--- src/hdl/cgt_pkg.sv ---
// ---------------------------------------------------------------------------
// cgt_pkg - shared constants for the colour gradient table
// Sizes of the stop store, the table index, the serial divider and the
// command, status and register codes.
// ---------------------------------------------------------------------------
package cgt_pkg;

  localparam int MAX_STOPS      = 16;
  localparam int MAX_RESOLUTION = 4096;

  localparam int STOP_W  = $clog2(MAX_STOPS);          // stop store address
  localparam int COUNT_W = $clog2(MAX_STOPS) + 1;      // stop count, 0..MAX_STOPS
  localparam int SEGS_W  = COUNT_W;                    // segments, 0..MAX_STOPS
  localparam int RES_W   = 13;                         // resolution register
  localparam int IDX_W   = 12;                         // table index
  localparam int D_W     = $clog2(MAX_RESOLUTION);     // resolution - 1
  localparam int N_W     = D_W + STOP_W;               // index * segments
  localparam int DIV_W   = D_W + 1;                    // divisor and remainder
  localparam int COL_W   = 8;                          // one colour byte
  localparam int RGB_W   = 3 * COL_W;
  localparam int PROD_W  = COL_W + D_W;                // |b - a| * rem
  localparam int NUM_W   = PROD_W + 1;                 // 2*|b - a|*rem + D
  localparam int CNT_W   = $clog2(N_W);

  localparam logic [CNT_W-1:0] SEG_STEPS_LAST = CNT_W'(N_W - 1);
  localparam logic [CNT_W-1:0] CH_STEPS_LAST  = CNT_W'(COL_W - 1);

  // Command codes carried in kind
  localparam logic [1:0] KIND_APPEND = 2'd0;
  localparam logic [1:0] KIND_QUERY  = 2'd1;
  localparam logic [1:0] KIND_CLEAR  = 2'd2;

  // Result status codes
  localparam logic [1:0] STATUS_OK       = 2'd0;
  localparam logic [1:0] STATUS_NO_STOPS = 2'd1;
  localparam logic [1:0] STATUS_RANGE    = 2'd2;

  // Configuration register indexes
  localparam int CFG_IDX_W = 2;
  localparam logic [CFG_IDX_W-1:0] CFG_RESOLUTION  = 2'd0;
  localparam logic [CFG_IDX_W-1:0] CFG_WRAP_AROUND = 2'd1;

  localparam logic [RES_W-1:0] RESOLUTION_RESET = 13'd256;
  localparam logic             WRAP_RESET       = 1'b1;

endpackage

--- src/hdl/color_gradient_table_core.sv ---
// ---------------------------------------------------------------------------
// color_gradient_table_core - piecewise-linear RGB gradient lookup
// Holds up to MAX_STOPS colour stops and answers table queries by linear
// interpolation between neighbouring stops, using one bit-serial divider.
// ---------------------------------------------------------------------------
//
//  channel   signals                                 role
//  -------   -------------------------------------   ---------------------------
//  item      item_valid/item_ready, kind, stop_*,    command in: append, query,
//            entry_index                             clear
//  result    result_valid/result_ready, out_*,       one transfer per query
//            status
//  config    cfg_we, cfg_index, cfg_data             register write, no wait
//
//  A query with a full interpolation runs from transfer to the next free
//  item slot through 16 steps of the radix-2 divider for the segment
//  number, ST_SEG_FIX and ST_FETCH_A/B/C to fix the segment and fetch both
//  stops, then per colour byte one multiply, one load, 8 divider steps and
//  one shift, and ST_OUT to hand the result over. One divider is shared by
//  segment number and colour bytes. Append and clear stay in ST_IDLE; an
//  error query goes straight to ST_OUT, a query with no segment or a one-entry table through ST_FETCH_A and ST_FETCH_B.
//  Reset (rst, synchronous) empties the stop store, sets resolution to 256
//  and wrap_around to 1; the stop store contents are left as they were.
//  A finished result waits in the output register; the core only holds in
//  its final state while an earlier result is still untaken.
//
module color_gradient_table_core import cgt_pkg::*; (
  input  logic                 clk,
  input  logic                 rst,

  input  logic                 item_valid,
  output logic                 item_ready,
  input  logic [1:0]           kind,
  input  logic [COL_W-1:0]     stop_red,
  input  logic [COL_W-1:0]     stop_green,
  input  logic [COL_W-1:0]     stop_blue,
  input  logic [IDX_W-1:0]     entry_index,

  output logic                 result_valid,
  input  logic                 result_ready,
  output logic [COL_W-1:0]     out_red,
  output logic [COL_W-1:0]     out_green,
  output logic [COL_W-1:0]     out_blue,
  output logic [1:0]           status,

  input  logic                 cfg_we,
  input  logic [CFG_IDX_W-1:0] cfg_index,
  input  logic [RES_W-1:0]     cfg_data
);

  typedef enum logic [10:0] {
    ST_IDLE    = 11'b000_0000_0001,
    ST_SEG_DIV = 11'b000_0000_0010,
    ST_SEG_FIX = 11'b000_0000_0100,
    ST_FETCH_A = 11'b000_0000_1000,
    ST_FETCH_B = 11'b000_0001_0000,
    ST_FETCH_C = 11'b000_0010_0000,
    ST_CH_MUL  = 11'b000_0100_0000,
    ST_CH_LOAD = 11'b000_1000_0000,
    ST_CH_DIV  = 11'b001_0000_0000,
    ST_CH_DONE = 11'b010_0000_0000,
    ST_OUT     = 11'b100_0000_0000
  } state_t;

  state_t state;

  // Configuration and stop count
  logic [RES_W-1:0]   resolution;
  logic               wrap_around;
  logic [COUNT_W-1:0] stop_count;

  // Stop store with a registered read port
  logic [RGB_W-1:0]  stop_mem [MAX_STOPS];
  logic [RGB_W-1:0]  mem_q;
  logic              rd_en;
  logic [STOP_W-1:0] rd_addr;

  // Per-query working registers
  logic [D_W-1:0]    d_r;
  logic [SEGS_W-1:0] segs_r;
  logic [D_W-1:0]    rem_r;
  logic [STOP_W-1:0] first;
  logic [STOP_W-1:0] second;
  logic              direct;
  logic [RGB_W-1:0]  stop_a;
  logic [RGB_W-1:0]  stop_b;
  logic [RGB_W-1:0]  res_col;
  logic [1:0]        res_stat;
  logic [1:0]        ch_cnt;
  logic [PROD_W-1:0] prod;
  logic              neg;

  // Bit-serial restoring divider
  logic [DIV_W-1:0]  div_rem;
  logic [DIV_W-1:0]  div_div;
  logic [N_W-1:0]    div_sh;
  logic [CNT_W-1:0]  div_cnt;
  logic [DIV_W:0]    div_t;
  logic              div_ge;

  // Combinational helpers
  logic              item_xfer;
  logic              out_load;
  logic [RES_W-1:0]  res_eff;
  logic [D_W-1:0]    d_cur;
  logic [SEGS_W-1:0] segs_cur;
  logic [COL_W-1:0]  a_byte;
  logic [COL_W-1:0]  b_byte;
  logic [COL_W-1:0]  mag;
  logic [COL_W-1:0]  ch_out;
  logic [NUM_W-1:0]  dividend;
  logic              seg_clamp;
  logic [STOP_W-1:0] seg_sel;
  logic [COUNT_W-1:0] seg_inc;

  assign item_ready = (state == ST_IDLE);
  assign item_xfer  = item_valid && item_ready;
  assign out_load   = (state == ST_OUT) && (!result_valid || result_ready);

  // Resolution saturates at the table maximum
  assign res_eff  = (resolution > RES_W'(MAX_RESOLUTION)) ? RES_W'(MAX_RESOLUTION)
                                                           : resolution;
  assign d_cur    = D_W'(res_eff - RES_W'(1));
  assign segs_cur = SEGS_W'(stop_count - COUNT_W'(1) + COUNT_W'(wrap_around));

  // One divider step: bring down the next dividend bit, subtract if it fits
  assign div_t  = {div_rem, div_sh[N_W-1]};
  assign div_ge = (div_t >= {1'b0, div_div});

  // Segment number: the quotient can only reach segs when the index is the
  // last entry, and then the remainder is the whole of D
  assign seg_clamp = (div_sh >= N_W'(segs_r));
  assign seg_sel   = seg_clamp ? STOP_W'(segs_r - SEGS_W'(1)) : div_sh[STOP_W-1:0];
  assign seg_inc   = COUNT_W'(seg_sel) + COUNT_W'(1);

  // Colour byte under work sits in the top byte of the rotating stop words
  assign a_byte = stop_a[RGB_W-1 -: COL_W];
  assign b_byte = stop_b[RGB_W-1 -: COL_W];
  assign mag    = (b_byte < a_byte) ? (a_byte - b_byte) : (b_byte - a_byte);

  // Rising: a + floor((2*d*rem + D) / 2D); falling: a - floor((2*d*rem + D-1) / 2D)
  assign dividend = {prod, 1'b0} + NUM_W'(d_r) - NUM_W'(neg);
  assign ch_out   = neg ? (a_byte - div_sh[COL_W-1:0]) : (a_byte + div_sh[COL_W-1:0]);

  assign rd_en   = (state == ST_FETCH_A) || (state == ST_FETCH_B);
  assign rd_addr = (state == ST_FETCH_A) ? first : second;

  // Stop store
  always_ff @(posedge clk) begin
    if (item_xfer && (kind == KIND_APPEND) && (stop_count < COUNT_W'(MAX_STOPS))) begin
      stop_mem[stop_count[STOP_W-1:0]] <= {stop_red, stop_green, stop_blue};
    end
    if (rd_en) begin
      mem_q <= stop_mem[rd_addr];
    end
  end

  // Configuration registers
  always_ff @(posedge clk) begin
    if (rst) begin
      resolution  <= RESOLUTION_RESET;
      wrap_around <= WRAP_RESET;
    end else if (cfg_we) begin
      case (cfg_index)
        CFG_RESOLUTION:  resolution  <= cfg_data;
        CFG_WRAP_AROUND: wrap_around <= cfg_data[0];
        default: ;
      endcase
    end
  end

  // Control: sequencer, stop count, channel counter, result valid
  always_ff @(posedge clk) begin
    if (rst) begin
      state        <= ST_IDLE;
      stop_count   <= '0;
      ch_cnt       <= '0;
      result_valid <= 1'b0;
    end else begin
      if (out_load) begin
        result_valid <= 1'b1;
      end else if (result_ready) begin
        result_valid <= 1'b0;
      end

      case (state)
        ST_IDLE: begin
          if (item_xfer) begin
            case (kind)
              KIND_APPEND: begin
                if (stop_count < COUNT_W'(MAX_STOPS)) begin
                  stop_count <= stop_count + COUNT_W'(1);
                end
              end
              KIND_CLEAR: stop_count <= '0;
              KIND_QUERY: begin
                ch_cnt <= '0;
                if ((stop_count == '0) || (RES_W'(entry_index) >= res_eff)) begin
                  state <= ST_OUT;
                end else if ((segs_cur == '0) || (res_eff == RES_W'(1))) begin
                  state <= ST_FETCH_A;
                end else begin
                  state <= ST_SEG_DIV;
                end
              end
              default: ;
            endcase
          end
        end
        ST_SEG_DIV: begin
          if (div_cnt == '0) begin
            state <= ST_SEG_FIX;
          end
        end
        ST_SEG_FIX: state <= ST_FETCH_A;
        ST_FETCH_A: state <= ST_FETCH_B;
        ST_FETCH_B: state <= direct ? ST_OUT : ST_FETCH_C;
        ST_FETCH_C: state <= ST_CH_MUL;
        ST_CH_MUL:  state <= ST_CH_LOAD;
        ST_CH_LOAD: state <= ST_CH_DIV;
        ST_CH_DIV: begin
          if (div_cnt == '0) begin
            state <= ST_CH_DONE;
          end
        end
        ST_CH_DONE: begin
          if (ch_cnt == 2'd2) begin
            state <= ST_OUT;
          end else begin
            ch_cnt <= ch_cnt + 2'd1;
            state  <= ST_CH_MUL;
          end
        end
        ST_OUT: begin
          if (out_load) begin
            state <= ST_IDLE;
          end
        end
        default: state <= ST_IDLE;
      endcase
    end
  end

  // Datapath: divider, stop words, result bytes
  always_ff @(posedge clk) begin
    case (state)
      ST_IDLE: begin
        res_col  <= '0;
        first    <= '0;
        d_r      <= d_cur;
        segs_r   <= segs_cur;
        // Errors, segment-free tables and one-entry tables skip the divider
        direct   <= (stop_count == '0) || (RES_W'(entry_index) >= res_eff) ||
                    (segs_cur == '0) || (res_eff == RES_W'(1));
        if (stop_count == '0) begin
          res_stat <= STATUS_NO_STOPS;
        end else if (RES_W'(entry_index) >= res_eff) begin
          res_stat <= STATUS_RANGE;
        end else begin
          res_stat <= STATUS_OK;
        end
        // Load the divider with index * segments over D
        div_rem <= '0;
        div_div <= DIV_W'(d_cur);
        div_sh  <= N_W'(entry_index * segs_cur);
        div_cnt <= SEG_STEPS_LAST;
      end
      ST_SEG_DIV, ST_CH_DIV: begin
        div_rem <= div_ge ? DIV_W'(div_t - {1'b0, div_div}) : div_t[DIV_W-1:0];
        div_sh  <= {div_sh[N_W-2:0], div_ge};
        div_cnt <= div_cnt - CNT_W'(1);
      end
      ST_SEG_FIX: begin
        first  <= seg_sel;
        second <= (seg_inc >= stop_count) ? '0 : seg_inc[STOP_W-1:0];
        rem_r  <= seg_clamp ? d_r : div_rem[D_W-1:0];
      end
      ST_FETCH_B: begin
        stop_a <= mem_q;
        if (direct) begin
          res_col <= mem_q;
        end
      end
      ST_FETCH_C: stop_b <= mem_q;
      ST_CH_MUL: begin
        neg  <= (b_byte < a_byte);
        prod <= mag * rem_r;
      end
      ST_CH_LOAD: begin
        // Quotient stays below 256, so the top bits already sit under 2D
        div_rem <= dividend[NUM_W-1 -: DIV_W];
        div_sh  <= N_W'({dividend[COL_W-1:0], {COL_W{1'b0}}});
        div_div <= {d_r, 1'b0};
        div_cnt <= CH_STEPS_LAST;
      end
      ST_CH_DONE: begin
        res_col <= {res_col[RGB_W-COL_W-1:0], ch_out};
        stop_a  <= {stop_a[RGB_W-COL_W-1:0], a_byte};
        stop_b  <= {stop_b[RGB_W-COL_W-1:0], b_byte};
      end
      default: ;
    endcase
  end

  // Output register
  always_ff @(posedge clk) begin
    if (out_load) begin
      out_red   <= res_col[RGB_W-1 -: COL_W];
      out_green <= res_col[RGB_W-COL_W-1 -: COL_W];
      out_blue  <= res_col[COL_W-1:0];
      status    <= res_stat;
    end
  end

`ifndef NO_ASSERTIONS
  a_count_bound: assert property (@(posedge clk) disable iff (rst)
    stop_count <= COUNT_W'(MAX_STOPS))
    else $error("stop count beyond capacity");

  a_div_rem_below: assert property (@(posedge clk) disable iff (rst)
    ((state == ST_SEG_DIV) || (state == ST_CH_DIV)) |-> (div_rem < div_div))
    else $error("divider remainder not below divisor");

  a_no_stops: assert property (@(posedge clk) disable iff (rst)
    (item_xfer && (kind == KIND_QUERY) && (stop_count == '0))
      |=> ((state == ST_OUT) && (res_stat == STATUS_NO_STOPS)))
    else $error("empty-store query did not report no stops");

  a_error_zero: assert property (@(posedge clk) disable iff (rst)
    (result_valid && (status != STATUS_OK))
      |-> ((out_red == '0) && (out_green == '0) && (out_blue == '0)))
    else $error("error result carries colour");

  a_second_stop: assert property (@(posedge clk) disable iff (rst)
    ((state == ST_FETCH_A) && !direct)
      |-> ((COUNT_W'(second) < stop_count) && (COUNT_W'(first) < stop_count)))
    else $error("segment stop beyond stop count");
`endif

endmodule
--- config.mk ---
export PLATFORM = sky130hd
export DESIGN_NAME = color_gradient_table_core
export DESIGN_NICKNAME = d
export VERILOG_FILES = /design/src/hdl/cgt_pkg.sv /design/src/hdl/color_gradient_table_core.sv
export SDC_FILE = /design/constraint.sdc
export NUM_CORES = 1
export LEC_CHECK = 0
export BUFFER_PORTS_ARGS = -buffer_cell sky130_fd_sc_hd__buf_4
export CAP_MARGIN = 20
export CORE_MARGIN = 1
export CORE_UTILIZATION = 40
export DETAILED_ROUTE_END_ITERATION = 12
export SLEW_MARGIN = 25
export SYNTH_ARGS = -nofsm -noshare
export SYNTH_HDL_FRONTEND = slang
export SYNTH_SLANG_ARGS = --single-unit
export TNS_END_PERCENT = 30
--- constraint.sdc ---
create_clock -name clk -period 9.8 [get_ports clk]
set_clock_uncertainty 0.15 [all_clocks]
set_input_delay 0.49 -clock clk [delete_from_list [all_inputs] [get_ports clk]]
set_output_delay 0.49 -clock clk [all_outputs]
set_load 0.005 [all_outputs]
; ---- Word-level counts from Yosys, hierarchy flattened
; Memory sizes are Yosys's and may differ from the RTL's. A register that Yosys moved wholly into a read port is not among the register bits.
; Cells that the tools add are included.
[op_classes]
add_sub_neg = 15
mul = 2
n_lt_le_gt_ge = 7
eq_ne = 24
mux = 37
n_reduce_logical = 32
[op_table]
columns = cell, count
row1 = $pmux W11 S11, 1
row2 = $pmux W24 S2, 2
row3 = $mux W11, 8
row4 = $pmux W24 S3, 1
row5 = $pmux W16 S3, 1
row6 = $pmux W13 S3, 1
row7 = $mux W13, 2
row8 = $pmux W13 S2, 1
row9 = $mux W24, 1
row10 = $sub A8 B8 Y8, 3
row11 = $add A21 B12 Y21, 1
row12 = $sub A21 B1 Y21, 1
row13 = $mul A8 B12 Y20, 1
row14 = $ge A16 B5 Y1, 1
row15 = $mul A12 B5 Y16, 1
row16 = $mux W8, 2
row17 = $ge A14 B13 Y1, 1
row18 = $reduce_bool A2 Y1, 7
row19 = $eq A13 B1 Y1 const B, 1
row20 = $ge A12 B13 Y1, 1
row21 = $gt A13 B13 Y1 const B, 1
row22 = $sub A13 B13 Y13, 1
row23 = $mux W12, 1
row24 = $mux W4, 3
row25 = 44 further kinds, 73
[word_totals]
regBits = 238
ramBits = 384
inputBits = 58
output_inout_bits = 28
word_cells = 144
n_memories = 1
[mem_list]
columns = name, words, word_bits, read_ports, rd_ports_with_merged_regs, write_ports, line_no
row1 = stop_mem, 16, 24, 1, 1, 1, color_gradient_table_core.sv:73  ; logic [RGB_W-1:0] stop_mem [MAX_STOPS];

; ---- Longest topological paths before layout
[depth]
depth_word = 9
depth_mapped = 32
ltp_nobuf = 30

; ---- Worst setup path before layout
; No wires, ideal clock.
[synth_timing]
path_kind = register -> register
start = reg stop_a[16]
end = reg prod[19] (data pin)
setup_time_ps = 260
arrival_ps = 6678
t_required_ps = 9390
slack_ps = 2712
path_stages_with_launch = 31
n_path_buf = 2
synth_period_minus_slack_ps = 7088
cell_sequence = edfxtp_1 -> ha_1 -> fa_1 -> nand2b_1 -> a21oi_1 -> o22ai_1 -> buf_4 -> mux2i_1 -> o21ai_0 -> a21boi_1 -> o211ai_1 -> xnor2_1 -> clkbuf_1 -> nand2_1 -> fa_1 -> fa_1 -> inv_1 -> fa_1 -> inv_1 -> fa_1 -> inv_1 -> ha_1 -> o21a_1 -> o31a_1 -> o41ai_1 -> o21ai_0 -> o41ai_2 -> o21ai_0 -> o21a_1 -> nor2_1 -> xnor2_1
[synth_via]
elab_chain_len = 3
elab_cells_between_ends = 5
cone_classes = add/sub (2) / mul (1) / order compare (1) / mux (1)
[synth_lines]
columns = element, line_no
row1 = "start, declared", color_gradient_table_core.sv:85  ; logic [RGB_W-1:0] stop_a;
row2 = "start signal, assigned", color_gradient_table_core.sv:279  ; stop_a <= mem_q;
row3 = "start signal, assigned", color_gradient_table_core.sv:298  ; stop_a <= {stop_a[RGB_W-COL_W-1:0], a_byte};
row4 = $sub A8 B8 Y8 / $lt A8 B8 Y1 (equally long branches), color_gradient_table_core.sv:139  ; assign mag = (b_byte < a_byte) ? (a_byte - b_byte) : (b_byte - a_byte);
row5 = $mux W8 *, color_gradient_table_core.sv:139
row6 = $mul A8 B12 Y20 *, color_gradient_table_core.sv:287  ; prod <= mag * rem_r;
row7 = "end signal, assigned", color_gradient_table_core.sv:287
row8 = "end, declared", color_gradient_table_core.sv:90  ; logic [PROD_W-1:0] prod;
; Mark *: on every way between the ends. The rest lies on a longest branch, timed or not.
; A chain may end at the register's enable or synchronous reset.

; ---- Worst setup path in the final report
[layout_timing]
start = reg stop_a[21]
end = reg prod[19] (data pin)
; Same word-level chain as after synthesis.

==> flow_summary.yaml <==
outcome:
  outcome: "finished clean"
clock_tree:
  cts.clk_slew.worst_paths_ns: 0.06
  clockBufferDepth: 3
  root_buffer: "clkbuf_16"
  cts_tree: "done"
  clk_latency_ns: 0.65
  hold_buffers: 33
  clkSinkCount: 646
  htree_num_levels: 3
  cts_resized: 0
  cts_buffers: 73
  cts_setup_buffers: 0
synth:
  async_flop_share_pct: 0
  synth_edf_count: 613
  syn_avg_cell_area_um2: 11.7
  yosysSeqAreaShare_pct: 57.2
  synth_area_um2: 33300
  syn_nets: 3160
  ys_ff_latch: 646
  yosysWarnings: 0
  synth_cells: 2841
  ys_types: 79
  ys.flop_type: "edfxtp_1"
timing:
  setup_viol: 0
  fin_ws_ns: 1.48
  final_hold_viol_count: 0
  worst_slew_pin_slew_ns: 0.959
  fmax_ghz: 0.120
  period_needed_ns: 8.32
  relSlewSlack_pct: 36.1
  setup_tns_ns: 0
  slew_violations: 0
  rsz0062_at_grt: "no"
  period_share_pct: 84.9
floorplanning:
  core_area_um2: 82200
  fp-row-count: 105
  fp.dieH_um: 291
  dieArea_um2: 84500
  start_util_pct: 40.5
  die_w_um: 291
  boundaryPins: 86
route:
  routedWlPerCell_um: 20.2
  drt_iter0_markers: 1632
  postRouteAntennaNets: 0
  firstDrtPassIters: 7
  wirelength_um: 82700
  num_vias: 22000
  viasPerCell: 5.37
  drc: 0
final_layout:
  n_fill_cell: 7413
  nets: 3288
  final_layout_size_suffix_gt1_share_pct: 10.0
  syn2layout_area_growth_pct: 14.0
grt:
  antenna_found_initial: 4
  grt_util_all_layers_pct: 19.6
  grt_overflow: 0
  grt_pass1_vias: 22500
  grt_pass1_wl_um: 128000
  grt_max_degree: 74
setup_path:
  crit_fanout: 12
  path_class: "register to register"
  cp_slowest_cell: "xnor2_1"
  worst_setup_path_start_kind: "register"
  worstPathArrival_ns: 8.55
  max_stage_delay_ns: 0.69
  critPathRequiredTime_ns: 10.02
  r2r.worst_path.cells: 28
  end_kind: "register"
place:
  io_buffers: 85
  pre_cts_ws_ns: 1.14
  gp_congestion: 0.934
  hpwl_um: 54000
job:
  maxCapViolCount: 0
hold_path:
  hold_path.class: "input port to register"
  worstHoldPathCells: 1
power_and_ir_drop:
  p_leak_nw: 14.7
  ir_drop_v: 0.000137
  power_density_nw_per_um2: 200
[sequential cells by signal, indices dropped and copies added, names as in the netlist, 4 cells and up]
name,count
mem_q,24
out_red,8
div_div,13
stop_count,5
d_r,12
div_rem,13
prod,20
resolution,13
res_col,24
div_sh,16
div_cnt,4
segs_r,5
out_blue,8
out_green,8
first,4
stop_mem,384
stop_a,24
stop_b,24
rem_r,12
second,4
state,11
[area by class of cell]
class | count | area [um^2] | share of cell area [%]
multi-input cells | 1851 | 13000 | 34.3
clock inverters | 38 | 485 | 1.28
flip-flops and latches | 646 | 19100 | 50.2
clock buffers | 86 | 1880 | 4.94
repair buffers | 162 | 1300 | 3.43
diodes | 2 | 5.00 | 0.0132
well taps | 1070 | 1340 | 3.52
inverters | 235 | 882 | 2.32
[power by group]
group	switching, mW	leakage (nW)	internal [mW]
clock	1.13	1.13	1.55
combinational	0.862	7.61	0.582
sequential	0.155	5.91	3.32
total	2.15	14.7	5.45
[cells in the mapped netlist (9+ instances only)]
cell,count,area share (%)
nand3_1,129,1.9
a21o_1,25,0.56
a31oi_1,35,0.66
nor3_1,31,0.47
nand4_1,9,0.17
nor2_1,101,1.1
o21ai_1,40,0.60
nand2b_1,17,0.32
a32oi_1,23,0.60
inv_1,234,2.6
o21a_1,15,0.34
o22ai_1,14,0.26
nor2b_1,43,0.81
ha_1,167,6.3
mux2i_1,45,1.4
a21oi_1,84,1.3
mux2_2,15,0.51
o21ai_0,75,1.1
a22o_1,18,0.47
o21bai_1,10,0.23
buf_2,33,0.50
nor4_1,12,0.23
xor2_1,31,0.81
nand2_1,532,6.0
dfxtp_1,33,2.0
xnor2_1,63,1.7
o2111ai_1,24,0.63
fa_1,94,5.6
and2_1,82,1.5
clkbuf_1,63,0.71
edfxtp_1,613,55
[critical path, delay by kind of cell, from the launching register on]
kind,cells,cell delay [ns]
xor+xnor,2,0.77
compound gates,13,3.06
mux,1,0.34
buf+inv,4,0.23
fa+ha+maj,6,2.83
simple gates,2,0.29
flops,1,0.39
[cells in the final DEF, fill, tap and decap left out, types with 10 or more instances in the layout]
cell and n:
o2111ai_1 23, nor2_2 20, a31oi_1 35, dlygate4sd3_1 33
nand2_1 529, clkinv_2 10, clkbuf_16 73, nand3_1 129
nand2b_1 17, nor2_1 82, inv_1 234, ha_1 167
and2_1 82, o21a_1 15, fa_1 94, nor2b_1 43
xnor2_1 63, a21o_1 25, edfxtp_1 613, xor2_1 31
o22ai_1 13, mux2_2 15, a22o_1 18, buf_4 128
a32oi_1 23, a21oi_1 84, o21bai_1 10, clkinv_1 12
dfxtp_1 33, clkbuf_1 13, o21ai_1 40, nor3_1 31
mux2i_1 42, nor4_1 11, o21ai_0 74
[cells by family (layout without fill, tap and decap cells)]
| kind of cell | Yosys count | in the layout | synth area share, % |
|---|---|---|---|
| other | 0 | 2 | 0 |
| AOI/OAI and AO/OA | 415 | 415 | 8.08 |
| DFF | 646 | 646 | 57.2 |
| muxes | 65 | 65 | 2.15 |
| buffers and inverters | 344 | 521 | 4.17 |
| adders and majority gates | 261 | 261 | 11.9 |
| and+or+nand+nor | 1016 | 1016 | 14.0 |
| xor gates and xnor gates | 94 | 94 | 2.47 |
[final timing paths]
check	start	end	slack (ns)
hold / removal	stop_blue[7]	stop_mem[4][7]	0.03
setup / recovery	stop_a[21]	prod[19]	1.48
hold reg to reg	res_col[16]	out_red[0]	0.27
setup reg to reg	stop_a[21]	prod[19]	1.48
[per-stage QoR]
stage / power (mW) / hold slack [ns] / area, um^2 / std cells / utilization, %
2_1_floorplan: 4.49 / 0.250 / 33300 / 2841 / -
3_3_place_gp: 4.92 / 0.253 / 35300 / 3930 / 42.9
3_5_place_dp: 4.96 / 0.256 / 35300 / 3931 / 42.9
4_1_cts: 7.66 / 0.00593 / 38000 / 4088 / 46.2
5_1_grt: 7.95 / 0.0313 / 38000 / 4090 / 46.2
6_report: 7.60 / 0.0294 / 38000 / 4090 / 46.2
[routing by layer]
metal | wire (um) | track usage, % | share of wire [%] | vias up
li1 | - | - | - | 10300
met1 | 34600 | 24.7 | 42 | 10900
met2 | 41800 | 34.5 | 51 | 580
met3 | 3860 | 2.63 | 4.7 | 148
met4 | 2410 | 6.92 | 2.9 | 4
met5 | 26 | 0 | 0.031 | -
Note: power is estimated with default switching activity, not from simulation.
